**config.mk**
```make
export PLATFORM = sky130hd
export DESIGN_NAME = dbpsk_chip_encoder_packer_top
export DESIGN_NICKNAME = d
export VERILOG_FILES = /design/src/hw/rtl/dbpsk_pkg.sv /design/src/hw/rtl/dbpsk_chip_encoder_packer_top.sv /design/src/hw/rtl/dbpsk_packer.sv
export SDC_FILE = /design/constraint.sdc
export NUM_CORES = 1
export LEC_CHECK = 0
export CAP_MARGIN = 20
export CELL_PAD_IN_SITES_DETAIL_PLACEMENT = 1
export CELL_PAD_IN_SITES_GLOBAL_PLACEMENT = 2
export CORE_MARGIN = 3
export CORE_UTILIZATION = 36
export DETAILED_ROUTE_END_ITERATION = 12
export DONT_BUFFER_PORTS = 1
export PLACE_DENSITY_LB_ADDON = 0.1
export SETUP_SLACK_MARGIN = 0.3
export SLEW_MARGIN = 20
export SYNTH_ARGS = -nofsm -noshare
export SYNTH_HDL_FRONTEND = slang
export SYNTH_SLANG_ARGS = --single-unit
```
**constraint.sdc**
```tcl
create_clock -name clk -period 2.65 [get_ports clk]
set_input_delay 0.265 -clock clk [delete_from_list [all_inputs] [get_ports clk]]
set_output_delay 0.265 -clock clk [all_outputs]
set_load 0.01 [all_outputs]
```
**src/hw/rtl/dbpsk_pkg.sv**
```systemverilog
`default_nettype none
// ----------------------------------------------------------------------------
// dbpsk_pkg
// shared types and constants for the dbpsk chip encoder and packer
// ----------------------------------------------------------------------------
package dbpsk_pkg;

  // request mode codes
  localparam logic [1:0] MODE_ENCODE = 2'd0;
  localparam logic [1:0] MODE_RAW    = 2'd1;
  localparam logic [1:0] MODE_FLUSH  = 2'd2;

  // configuration register indexes
  localparam logic CFG_CPS = 1'b0;
  localparam logic CFG_CAP = 1'b1;

  localparam logic [5:0]  CPS_RESET  = 6'd8;
  localparam logic [15:0] CAP_RESET  = 16'hffff;
  localparam logic [3:0]  FULL_CHIPS = 4'd8;
  localparam logic [2:0]  LAST_BIT   = 3'd7;

  typedef enum logic [1:0] {
    ST_IDLE,
    ST_RUN,
    ST_DRAIN,
    ST_FLUSH
  } seq_state_t;

  // sequencer to packer
  typedef struct packed {
    logic step;
    logic chip;
    logic clear;
  } pk_ctrl_t;

  // packer to sequencer
  typedef struct packed {
    logic       completes;
    logic [7:0] full_byte;
    logic [7:0] flush_byte;
    logic [3:0] fill_cnt;
    logic       dropped;
  } pk_stat_t;

endpackage
`default_nettype wire

```
**src/hw/rtl/dbpsk_chip_encoder_packer_top.sv**
```systemverilog
`default_nettype none
// ----------------------------------------------------------------------------
// dbpsk_chip_encoder_packer_top
// dbpsk differential chip encoder with msb-first byte packing
// ----------------------------------------------------------------------------
// usage
//   input channel (in_valid / in_stall): one request per item. mode encode
//   expands data_byte msb first, each bit into chips_per_symbol chips
//   (a zero bit starts with a one chip); mode raw appends raw_chip
//   repeat_count times; mode flush emits the partial byte padded with zeros
//   and starts a new frame. mode 3 and raw with count zero do nothing.
//   output channel (out_valid / out_stall): one request per packed byte,
//   run_last marks the final byte of an item, frame_end the flush byte.
//   config port: cfg_we writes cfg_wdata into register cfg_index; user must write only while idle (not enforced).
// timing
//   the packer takes one chip per cycle unless the chip loop is stalled on
//   the output. an item runs its chips, then drains its last held byte;
//   a flush loads the flush byte once the output register is free.
//   in_stall is high from acceptance until done; bytes go out one behind:
//   each is held until the next completes or the item drains.
// reset and backpressure
//   rst_n (sync, low) empties the packer and frame and restores the config
//   defaults. a held output stalls the chip loop only when a second byte
//   completes behind the one already waiting.
// ----------------------------------------------------------------------------
module dbpsk_chip_encoder_packer_top (
  input  wire        clk,
  input  wire        rst_n,
  // configuration
  input  wire        cfg_we,
  input  wire        cfg_index,
  input  wire [15:0] cfg_wdata,
  // input requests
  input  wire        in_valid,
  output logic       in_stall,
  input  wire [1:0]  in_mode,
  input  wire [7:0]  in_data_byte,
  input  wire        in_raw_chip,
  input  wire [8:0]  in_repeat_count,
  // output requests
  output logic       out_valid,
  input  wire        out_stall,
  output logic [7:0] out_packed_byte,
  output logic [3:0] out_valid_chips,
  output logic       out_run_last,
  output logic       out_frame_end,
  output logic       out_overflow
);
  import dbpsk_pkg::*;

  // configuration registers
  logic [5:0]  cps_r;
  logic [15:0] cap_r;
  logic [5:0]  cps_eff;

  // sequencer
  seq_state_t  state_r, state_nxt;
  logic        is_raw_r;
  logic [7:0]  data_r;
  logic        raw_r;
  logic [8:0]  rem_r;
  logic [2:0]  bit_r;
  logic [5:0]  pos_r;

  // one completed byte held back until we know whether it is the last
  logic        pend_v_r;
  logic [7:0]  pend_byte_r;
  logic        pend_ovf_r;

  // output register
  logic        out_v_r;
  logic [7:0]  out_byte_r;
  logic [3:0]  out_cnt_r;
  logic        out_last_r;
  logic        out_fend_r;
  logic        out_ovf_r;

  pk_ctrl_t    pk_ctrl;
  pk_stat_t    pk_stat;

  logic        in_accept;
  logic        out_free;
  logic        cur_chip;
  logic        last_chip;
  logic        sym_end;
  logic        step;
  logic        ld_pend_out;
  logic        ld_flush_out;

  assign cps_eff   = (cps_r == 6'd0) ? 6'd1 : cps_r;
  assign in_accept = in_valid && !in_stall;
  assign out_free  = !out_v_r || !out_stall;
  assign sym_end   = (pos_r == cps_eff - 6'd1);
  // a zero data bit flips phase on the first chip of its symbol
  assign cur_chip  = is_raw_r ? raw_r : (!data_r[bit_r] && (pos_r == 6'd0));
  assign last_chip = is_raw_r ? (rem_r == 9'd1) : ((bit_r == 3'd0) && sym_end);

  dbpsk_packer u_packer (
    .clk       (clk),
    .rst_n     (rst_n),
    .frame_cap (cap_r),
    .ctrl      (pk_ctrl),
    .stat      (pk_stat)
  );

  // configuration writes
  always_ff @(posedge clk) begin
    if (!rst_n) begin
      cps_r <= CPS_RESET;
      cap_r <= CAP_RESET;
    end else if (cfg_we) begin
      unique case (cfg_index)
        CFG_CPS: cps_r <= cfg_wdata[5:0];
        CFG_CAP: cap_r <= cfg_wdata;
        default: ;
      endcase
    end
  end

  // next state
  always_comb begin
    state_nxt = state_r;
    unique case (state_r)
      ST_IDLE: begin
        if (in_valid) begin
          case (in_mode)
            MODE_ENCODE: state_nxt = ST_RUN;
            MODE_RAW:    state_nxt = (in_repeat_count != 9'd0) ? ST_RUN : ST_IDLE;
            MODE_FLUSH:  state_nxt = ST_FLUSH;
            default:     state_nxt = ST_IDLE;
          endcase
        end
      end
      ST_RUN: begin
        if (step && last_chip) state_nxt = ST_DRAIN;
      end
      ST_DRAIN: begin
        if (!pend_v_r || out_free) state_nxt = ST_IDLE;
      end
      ST_FLUSH: begin
        if (out_free) state_nxt = ST_IDLE;
      end
      default: state_nxt = ST_IDLE;
    endcase
  end

  // sequencer outputs
  always_comb begin
    in_stall      = 1'b1;
    step          = 1'b0;
    ld_pend_out   = 1'b0;
    ld_flush_out  = 1'b0;
    pk_ctrl.chip  = cur_chip;
    unique case (state_r)
      ST_IDLE: in_stall = 1'b0;
      ST_RUN: begin
        // hold the loop only when a second byte would pile up behind a full output
        step        = !(pk_stat.completes && pend_v_r && !out_free);
        ld_pend_out = step && pk_stat.completes && pend_v_r;
      end
      ST_DRAIN: ld_pend_out  = pend_v_r && out_free;
      ST_FLUSH: ld_flush_out = out_free;
      default: ;
    endcase
    pk_ctrl.step  = step;
    pk_ctrl.clear = ld_flush_out;
  end

  always_ff @(posedge clk) begin
    if (!rst_n) begin
      state_r  <= ST_IDLE;
      pend_v_r <= 1'b0;
      out_v_r  <= 1'b0;
    end else begin
      state_r <= state_nxt;
      if (state_r == ST_RUN && step && pk_stat.completes) begin
        pend_v_r <= 1'b1;
      end else if (state_r == ST_DRAIN && out_free) begin
        pend_v_r <= 1'b0;
      end
      if (ld_pend_out || ld_flush_out) begin
        out_v_r <= 1'b1;
      end else if (!out_stall) begin
        out_v_r <= 1'b0;
      end
    end
  end

  // item registers and chip counters
  always_ff @(posedge clk) begin
    if (in_accept) begin
      is_raw_r <= (in_mode == MODE_RAW);
      data_r   <= in_data_byte;
      raw_r    <= in_raw_chip;
      rem_r    <= in_repeat_count;
      bit_r    <= LAST_BIT;
      pos_r    <= 6'd0;
    end else if (state_r == ST_RUN && step) begin
      rem_r <= rem_r - 9'd1;
      if (sym_end) begin
        pos_r <= 6'd0;
        bit_r <= bit_r - 3'd1;
      end else begin
        pos_r <= pos_r + 6'd1;
      end
    end
  end

  // pending byte and output payload
  always_ff @(posedge clk) begin
    if (state_r == ST_RUN && step && pk_stat.completes) begin
      pend_byte_r <= pk_stat.full_byte;
      pend_ovf_r  <= pk_stat.dropped;
    end
    if (ld_pend_out) begin
      out_byte_r <= pend_byte_r;
      out_cnt_r  <= FULL_CHIPS;
      out_last_r <= (state_r == ST_DRAIN);
      out_fend_r <= 1'b0;
      out_ovf_r  <= pend_ovf_r;
    end else if (ld_flush_out) begin
      out_byte_r <= pk_stat.flush_byte;
      out_cnt_r  <= pk_stat.fill_cnt;
      out_last_r <= 1'b1;
      out_fend_r <= 1'b1;
      out_ovf_r  <= pk_stat.dropped;
    end
  end

  assign out_valid       = out_v_r;
  assign out_packed_byte = out_byte_r;
  assign out_valid_chips = out_cnt_r;
  assign out_run_last    = out_last_r;
  assign out_frame_end   = out_fend_r;
  assign out_overflow    = out_ovf_r;

endmodule
`default_nettype wire

```
**src/hw/rtl/dbpsk_packer.sv**
```systemverilog
`default_nettype none
// ----------------------------------------------------------------------------
// dbpsk_packer
// one-chip-per-step shift packer with frame capacity check and drop flag
// ----------------------------------------------------------------------------
module dbpsk_packer (
  input  wire                      clk,
  input  wire                      rst_n,
  input  wire [15:0]               frame_cap,
  input  wire dbpsk_pkg::pk_ctrl_t ctrl,
  output dbpsk_pkg::pk_stat_t      stat
);
  import dbpsk_pkg::*;

  logic [7:0]  shift_r, shift_nxt;
  logic [2:0]  fill_r, fill_nxt;
  logic [15:0] frame_r, frame_nxt;
  logic        drop_r, drop_nxt;
  logic        chip_ok;

  always_comb begin
    chip_ok         = frame_r < frame_cap;
    stat.completes  = chip_ok && (fill_r == LAST_BIT);
    stat.full_byte  = {shift_r[6:0], ctrl.chip};
    stat.flush_byte = shift_r << (FULL_CHIPS - {1'b0, fill_r});
    stat.fill_cnt   = {1'b0, fill_r};
    stat.dropped    = drop_r;
  end

  always_comb begin
    shift_nxt = shift_r;
    fill_nxt  = fill_r;
    frame_nxt = frame_r;
    drop_nxt  = drop_r;
    if (ctrl.clear) begin
      shift_nxt = '0;
      fill_nxt  = '0;
      frame_nxt = '0;
      drop_nxt  = 1'b0;
    end else if (ctrl.step) begin
      if (chip_ok) begin
        frame_nxt = frame_r + 16'd1;
        fill_nxt  = fill_r + 3'd1;   // wraps to zero on a full byte
        shift_nxt = stat.completes ? 8'd0 : {shift_r[6:0], ctrl.chip};
      end else begin
        drop_nxt = 1'b1;
      end
    end
  end

  always_ff @(posedge clk) begin
    if (!rst_n) begin
      shift_r <= '0;
      fill_r  <= '0;
      frame_r <= '0;
      drop_r  <= 1'b0;
    end else begin
      shift_r <= shift_nxt;
      fill_r  <= fill_nxt;
      frame_r <= frame_nxt;
      drop_r  <= drop_nxt;
    end
  end

endmodule
`default_nettype wire
```
==> results of run 1 <==
[path summary, 6_finish.rpt]
check / slack [ns] / startpoint / cells past startpoint / to
max reg2reg: 0.28 / u_packer.frame_r[6] / 7 / out_overflow
min: 0.02 / rst_n / 1 / cap_r[3]
max: 0.28 / u_packer.frame_r[6] / 7 / out_overflow
min reg2reg: 0.49 / u_packer.drop_r / 0 / pend_ovf_r
[sequential cells by signal (all words and copies together) (netlist names), 2 cells and up]
name and flops:
rem_r 9, u_packer.shift_r 8, state_r 2, cap_r 16, u_packer.fill_r 3, bit_r 3
cps_r 6, out_packed_byte 8, u_packer.frame_r 16, pend_byte_r 8, out_valid_chips 4, data_r 8
pos_r 6
[area by class of cell]
class / instances / area (sq um)
Fill cell: 1579 / 7910
Multi-Input combinational cell: 389 / 2990
Sequential cell: 106 / 2540
Timing Repair Buffer: 50 / 474
Clock buffer: 10 / 239
Tap cell: 184 / 230
Inverter: 37 / 139
Clock inverter: 6 / 66.3
[routing by layer]
metal	global-route usage	up-vias
met4	0.0630	0
met1	0.222	1992
met5	0	-
met3	0.0278	12
met2	0.285	40
li1	-	2042
[logic make-up after synthesis]
logic type                 count (synthesis)
adders and majority gates                 30
buffers and inverters                     62
AOI/OAI and AO/OA                        101
xor gates and xnor gates                  31
and+or+nand+nor                          199
muxes                                     27
DFF                                      106
[worst register-to-register path, cell delays in order (launching register included)]
cell	delay, ns
dfxtp_4	0.35
ha_4	0.23
a21o_1	0.18
a221oi_4	0.33
o2bb2ai_4	0.10
or3_4	0.42
o21ai_4	0.19
mux2_4	0.31
[metrics by stage]
| step | std cells | hold slack [ns] | power (mW) |
|---|---|---|---|
| 3_3_place_gp | 737 | 0.337 | 3.17 |
| 2_1_floorplan | 556 | 0.364 | 2.86 |
| 4_1_cts | 769 | 0.00149 | 4.66 |
| 6_report | 782 | 0.0169 | 4.77 |
| 3_5_place_dp | 737 | 0.336 | 3.20 |
| 5_1_grt | 782 | 0.00804 | 5.06 |
[what timing repair did]
action | in CTS | in global routing
endpoints found under the hold margin | 21 | 0
pin swaps | 16 | 26
endpoints found under the setup margin | 48 | 72
hold buffers | 10 | 0
cloned | 0 | 2
gates resized for setup | 39 | 51
buffers inserted | 6 | 11
[report_power, final]
part | switching, mW | total [mW] | internal [mW]
registers | 0.165 | 2.09 | 1.92
logic | 0.701 | 1.31 | 0.611
clock network | 0.618 | 1.38 | 0.759
total | 1.48 | 4.77 | 3.29
[cells in the final DEF (no fill, tap or decap), types with 7 or more instances in the layout]
cell,netlist,layout
nor2b_1,14,14
xor2_1,20,20
inv_1,36,25
ha_4,0,10
mux2i_1,18,18
a21oi_1,23,18
a31oi_1,11,11
edfxtp_1,38,38
xnor2_1,11,10
dfxtp_2,0,22
inv_2,0,11
nor2_1,49,46
o211ai_1,18,18
nand2_1,61,61
nand4_1,7,7
clkbuf_16,0,10
and3_1,11,10
o21ai_0,21,17
ha_1,30,18
dfxtp_1,68,44
buf_4,3,31
nand3_1,19,19
dlygate4sd3_1,0,10
==> summary.txt, run 1 <==
Clocking
  • CTS max path bufs: 2
  • Worst skew pair latency: 0.35 ns
  • H-Tree Depth: 3
  • Clock slew at reported path FFs: 0.07 ns
  • # clock sinks: 106
  • CTS tree: built
  • Num CTS Buffers: 9
  • Clock root cell: clkbuf_16

Yosys
  • Synth area leaders: dfxtp_1, edfxtp_1, ha_1
  • Synth Area in XOR/XNOR: 0.0504
  • Top cell type's share of synthesized area: 0.253
  • Post-synth top area cell: dfxtp_1
  • Synthesized-area fraction occupied by adder cells: 0.0697
  • Top-count cell post-synth: dfxtp_1
  • Post-Syn Nets: 628
  • Top_reg_cell synth: dfxtp_1
  • Asr flop ratio synth: 0
  • Seq/Total Area, Yosys: 0.464
  • Post-Syn Area: 0.00539 sq mm
  • Mux cell area share after synthesis: 0.0564
  • Yosys cell types: 58
  • Largest family of logic cells by synthesized area: simple AND/OR/NAND/NOR gates
  • Warnings from Yosys: 0
  • Yosys reg bits: 106
  • Compound-Gate Fraction of Synth Area: 0.127
  • Top cells by count, synth: dfxtp_1, nand2_1, nor2_1
  • Number of flops mapped to enable cells by yosys: 38
  • Synth Area in Simple Gates: 0.186
  • Syn avg cell area: 9.69 sq um
  • Post-Synthesis Cells: 556

STA
  • Worst-Margin Slew: 0.705 ns
  • F_max: 423 MHz
  • Finish-stage setup viols: 0
  • Setup TNS: 0 ns
  • RSZ-0062 raised after global routing: yes
  • Min setup slack post-route: 0.285 ns
  • Final period util: 0.892
  • Slew HR: 0.530
  • Slew Limit Fails: 0
  • Worst Clk Skew: 0.00834 ns
  • Final Hold Fails: 0
  • Period minus WS final: 2.37 ns

Die
  • Boundary Pins: 59
  • Core Region: 0.0146 sq mm
  • Die W: 128 um
  • Rows: 44
  • DIE AREA: 0.0165 sq mm
  • Starting Density: 0.369
  • Die H: 128 um

Power
  • Leak: 2.60 nW
  • PD cells: 715 mW/mm^2
  • Worst VDD drop: 0.000326 V

Setup path
  • WP buf/inv: 0
  • CP Cell Sequence: ha_4 -> a21o_1 -> a221oi_4 -> o2bb2ai_4 -> or3_4 -> o21ai_4 -> mux2_4
  • Max FO, Critical Path: 5
  • WP data arrival: 2.47 ns
  • Critical Path RT: 2.76 ns
  • Kind of cell adding the most delay to the critical path: compound AO/OA/AOI/OAI gates
  • Slowest stage delay, CP: 0.42 ns
  • Startpoint types: register
  • CP Capture Type: register
  • CP Class: reg -> reg
  • CP max-delay cell: or3_4

Final layout
  • Area Growth Syn to Fin: 24.0%
  • Final Net Count: 665
  • Antenna cells: 0
  • Layout cells sized above 1: 0.258
  • Final Util: 0.458
  • Fin area: 0.00668 sq mm

Route
  • DR top layer: met4
  • Routed length on met1: 6390 um
  • Post-DR vias/cell: 5.23
  • DRC errors left: 0
  • First-pass DRT Iterations: 4
  • Initial drt markers: 122
  • Vias: 4086
  • DR WL met2: 6860 um
  • Remaining antenna violation count: 0
  • Routed WL per cell: 17.5 um
  • Final WL: 13700 um
  • Met3 wire len: 271 um

Global route
  • Largest net degree at the start of global routing: 27
  • First-pass GRT wire length: 22300 um
  • Initial antenna violation count: 0
  • GRT Total Usage: 0.170
  • Global route overflow: 0
  • Vias in the first global route: 4291

Run
  • Max cap viols: 0

Placement
  • Dpl cell area: 0.00576 sq mm
  • Setup WS pre-CTS: 0.0717 ns
  • Port Buffers: 0
  • HPWL after DPL: 9580 um
  • Placer congestion estimate: 0.789

Outcome
  • Status: finished, final reports clean

Min path
  • HP Class: in -> reg
Note: power is estimated with default switching activity, not from simulation.
==> run 2: changes to the inputs <==
--- a/config.mk
+++ b/config.mk
@@ -17,4 +17,5 @@
 export SLEW_MARGIN = 20
 export SYNTH_ARGS = -nofsm -noshare
 export SYNTH_HDL_FRONTEND = slang
+export SYNTH_HIERARCHICAL = 1
 export SYNTH_SLANG_ARGS = --single-unit
==> run 2 against run 1 <==
The flow now finishes with violations (setup timing). Hold slack improved by 0.021 ns. Setup slack lost 0.49 ns. Highest routed layer unchanged. Clock power shrank 4%. Clock-buffer cell count unchanged. Power grew 3.6%. Non-clock buffer count is 16 higher. Utilization rose by 0.29 points.
==> summary.txt, run 2 <==
Min path
  • HP Class: in -> reg
  • Launch point of the worst hold path: cfg_wdata[8]

Final layout
  • Area Growth Syn to Fin: 22.8%
  • Fin area: 0.00685 sq mm (+2.5%)
  • Filler cell count: 1674 (+6.0%)
  • Commonest cells after routing, fill and taps aside: nand2_1, dfxtp_1, buf_4
  • Antenna cells: 0 (unchanged)
  • Final Net Count: 718 (+8.0%)
  • Commonest non-fill, non-tap cell in the layout: nand2_1
  • Top flop regs: cap_r x16, u_packer/frame_r x16, rem_r x9
  • Layout cells sized above 1: 0.240 (-0.0179)

Die
  • Boundary Pins: 59 (unchanged)
  • Rows: 44 (unchanged)
  • Die W: 130 um (+1.7%)
  • Die H: 130 um (+1.7%)
  • Starting Density: 0.375 (+0.00604)
  • DIE AREA: 0.0170 sq mm (+3.4%)
  • Core Region: 0.0149 sq mm (+1.9%)

Yosys
  • Warnings from Yosys: 6 (+6)
  • Top_reg_cell synth: dfxtp_1
  • Number of flops mapped to enable cells by yosys: 38 (unchanged)
  • Post-Syn Area: 0.00558 sq mm (+3.6%)
  • Yosys cell types: 61 (+5.2%)
  • Asr flop ratio synth: 0 (unchanged)
  • Top cell type's share of synthesized area: 0.244 (-0.00867)
  • Post-Syn Nets: 671 (+6.8%)
  • Top cells by count, synth: nand2_1, dfxtp_1, a21oi_1
  • Synth area leaders: dfxtp_1, edfxtp_1, ha_1
  • Post-synth top area cell: dfxtp_1
  • Top-count cell post-synth: nand2_1
  • Post-Synthesis Cells: 599 (+7.7%)
  • Syn avg cell area: 9.31 sq um (-3.9%)
  • Seq/Total Area, Yosys: 0.449 (-0.0159)
  • Yosys reg bits: 106 (unchanged)

Setup path
  • Critical Path RT: 2.94 ns (+0.18 ns)
  • Reg2Reg Setup Slack: -0.20 ns (-0.49 ns)
  • CP Class: reg -> reg
  • Kind of cell adding the most delay to the critical path: compound AO/OA/AOI/OAI gates
  • Reg2reg end: u_packer/frame_r[4]
  • WP buf/inv: 4 (+4)
  • CP max-delay cell: o41a_4
  • Slowest stage delay, CP: 0.50 ns (+0.08 ns)
  • Startpoint types: register
  • CP most frequent cell: o21ai_4
  • CP Capture Type: register
  • Path depth of the worst reg2reg path: 16 (+9)
  • Crit path to: u_packer/frame_r[4]
  • WP data arrival: 3.14 ns (+0.67 ns)
  • Max FO, Critical Path: 5 (unchanged)
  • CP Cell Sequence: inv_2 -> ha_4 -> nand2_2 -> o41a_4 -> o21ai_4 -> nor2_2 -> nand4_1 -> nand2_2 -> inv_4 -> o21ai_4 -> nor3_4 -> buf_4 -> o21ai_4 -> buf_6 -> or3_1 -> a21oi_1
  • Worst Setup SP: cap_r[7]
  • Critical Path Stages: 16 (+9)
  • R2r startpoint: cap_r[7]

Route
  • Routed WL per cell: 17.2 um (-1.8%)
  • Vias: 4424 (+8.3%)
  • DRC errors left: 0 (unchanged)
  • Final WL: 14400 um (+4.9%)
  • First-pass DRT Iterations: 4 (unchanged)
  • Initial drt markers: 195 (+60%)
  • Remaining antenna violation count: 0 (unchanged)
  • Post-DR vias/cell: 5.30 (+1.4%)

Global route
  • First-pass GRT wire length: 23700 um (+6.3%)
  • GRT met1 Usage: 0.224 (+0.00268)
  • Global route overflow: 0 (unchanged)
  • Most used routing layer: met2
  • Initial antenna violation count: 0 (unchanged)
  • Largest net degree at the start of global routing: 27 (unchanged)
  • Met2 Usage GRT: 0.305 (+0.0194)
  • GR Util met3: 0.0459 (+0.0181)
  • Vias in the first global route: 4684 (+9.2%)
  • GRT Total Usage: 0.176 (+0.00608)

STA
  • Worst-Margin Slew: 0.707 ns (+0.00209 ns)
  • Final Hold Fails: 0 (unchanged)
  • RSZ-0062 raised after global routing: yes
  • Slew HR: 0.527 (-0.00236)
  • Final period util: 1.08 (+0.185)
  • Finish-stage setup viols: 33 (+33)
  • Worst Clk Skew: 0.0128 ns (+0.00443 ns)
  • F_max: 350 MHz (-17%)
  • Period minus WS final: 2.85 ns (+0.489 ns)
  • Setup TNS: -3.97 ns (-3.97 ns)
  • Slew Limit Fails: 0 (unchanged)
  • Min setup slack post-route: -0.204 ns (-0.489 ns)

Outcome
  • Violated checks: setup timing
  • Status: complete, but fails checks

Clocking
  • Num CTS Buffers: 9 (unchanged)
  • CTS max path bufs: 2 (unchanged)
  • CTS tree: built
  • Clock slew at reported path FFs: 0.07 ns (about the same)
  • # clock sinks: 106 (unchanged)
  • Worst skew pair latency: 0.35 ns (about the same)
  • H-Tree Depth: 3 (unchanged)
  • Clock root cell: clkbuf_16

Power
  • Worst VDD drop: 0.000325 V (-0.23%)
  • Leak: 2.68 nW (+3.0%)
  • PD cells: 722 mW/mm^2 (+1.0%)

Placement
  • Dpl cell area: 0.00603 sq mm (+4.7%)
  • HPWL after DPL: 10400 um (+8.9%)
  • Setup WS pre-CTS: -0.375 ns (-0.446 ns)
  • Port Buffers: 0 (unchanged)
  • Placer congestion estimate: 0.790 (+0.23%)

Run
  • Max cap viols: 0 (unchanged)
-- run 2: cell count changes after synthesis, sizes merged, moves of 6 or more --
| cell | delta |
|---|---|
| o211ai | -14 |
| nor2 | -16 |
| a31oi | -9 |
| mux2 | +6 |
| or4 | +7 |
| nand2 | +37 |
| buf | +9 |
| a21oi | +18 |
| xor2 | -11 |
| nand3 | +18 |
| or3 | +6 |
-- run 2: worst min path at each step --
stage,end,cells past startpoint
CTS,cap_r[6],2
floorplan,data_r[0],0
global placement,cps_r[3],1
detailed placement,cap_r[11],1
global route,cap_r[13],2
finish,cap_r[8],2
-- run 2: area by class of cell --
type	count	area [sq um]	share of cell area
Multi-Input combinational cell	424	3060	0.446
Sequential cell	106	2530	0.369
Timing Repair Buffer	66	581	0.0848
Clock buffer	10	250	0.0365
Tap cell	184	230	0.0336
Inverter	38	151	0.0221
Clock inverter	6	47.5	0.00694
Timing Repair inverter	1	7.51	0.00110
-- run 2: per-layer routing --
metal	share of wire	vias up
met3	0.046	7
met1	0.46	2134
li1	-	2205
met4	0.0073	0
met5	0	-
met2	0.49	78
-- run 2: logic make-up (layout without fill, tap and decap cells) --
kind of cell,Yosys count,count (layout),synth area share
flip-flops,106,106,0.449
adder cells (fa/ha/maj),30,30,0.0673
AO/OA/AOI/OAI,108,110,0.129
buffers and inverters,71,121,0.0579
multiplexers,31,31,0.0653
XOR/XNOR,18,18,0.0283
AND/OR/NAND/NOR,234,234,0.204
other,1,1,0.000672
-- run 2: power breakdown --
part	internal (mW)	total (mW)	switching, mW	leakage (nW)
combinational	0.634	1.49	0.851	1.61
clock	0.704	1.33	0.630	0.146
sequential	1.94	2.13	0.183	0.916
-- run 2: worst register-to-register path: cells and delay by family (launching register included) --
kind	cells	cell delay [ns]
and+or+nand+nor	6	0.88
DFF	1	0.33
adders and majority gates	1	0.26
buffers and inverters	4	0.41
AOI/OAI and AO/OA	5	0.90
-- run 2: repair_timing --
action / 4_1_cts / 5_1_grt
pin swaps: 20 / 8
hold buffers: 10 / 0
hold endpoints to repair: 26 / 0
gates resized for setup: 58 / 10
gates cloned: 3 / 1
setup endpoints to repair: 79 / 89
buffers inserted: 12 / 2
-- run 2: stage by stage --
stage               power, mW   util  instances  hold slack (ns)
floorplan                3.12      -        599            0.364
global route             5.28  0.461        835           0.0311
CTS                      5.01  0.458        832           0.0226
finish                   4.95  0.461        835           0.0375
global placement         3.47  0.405        791            0.347
detailed placement       3.53  0.405        791            0.350
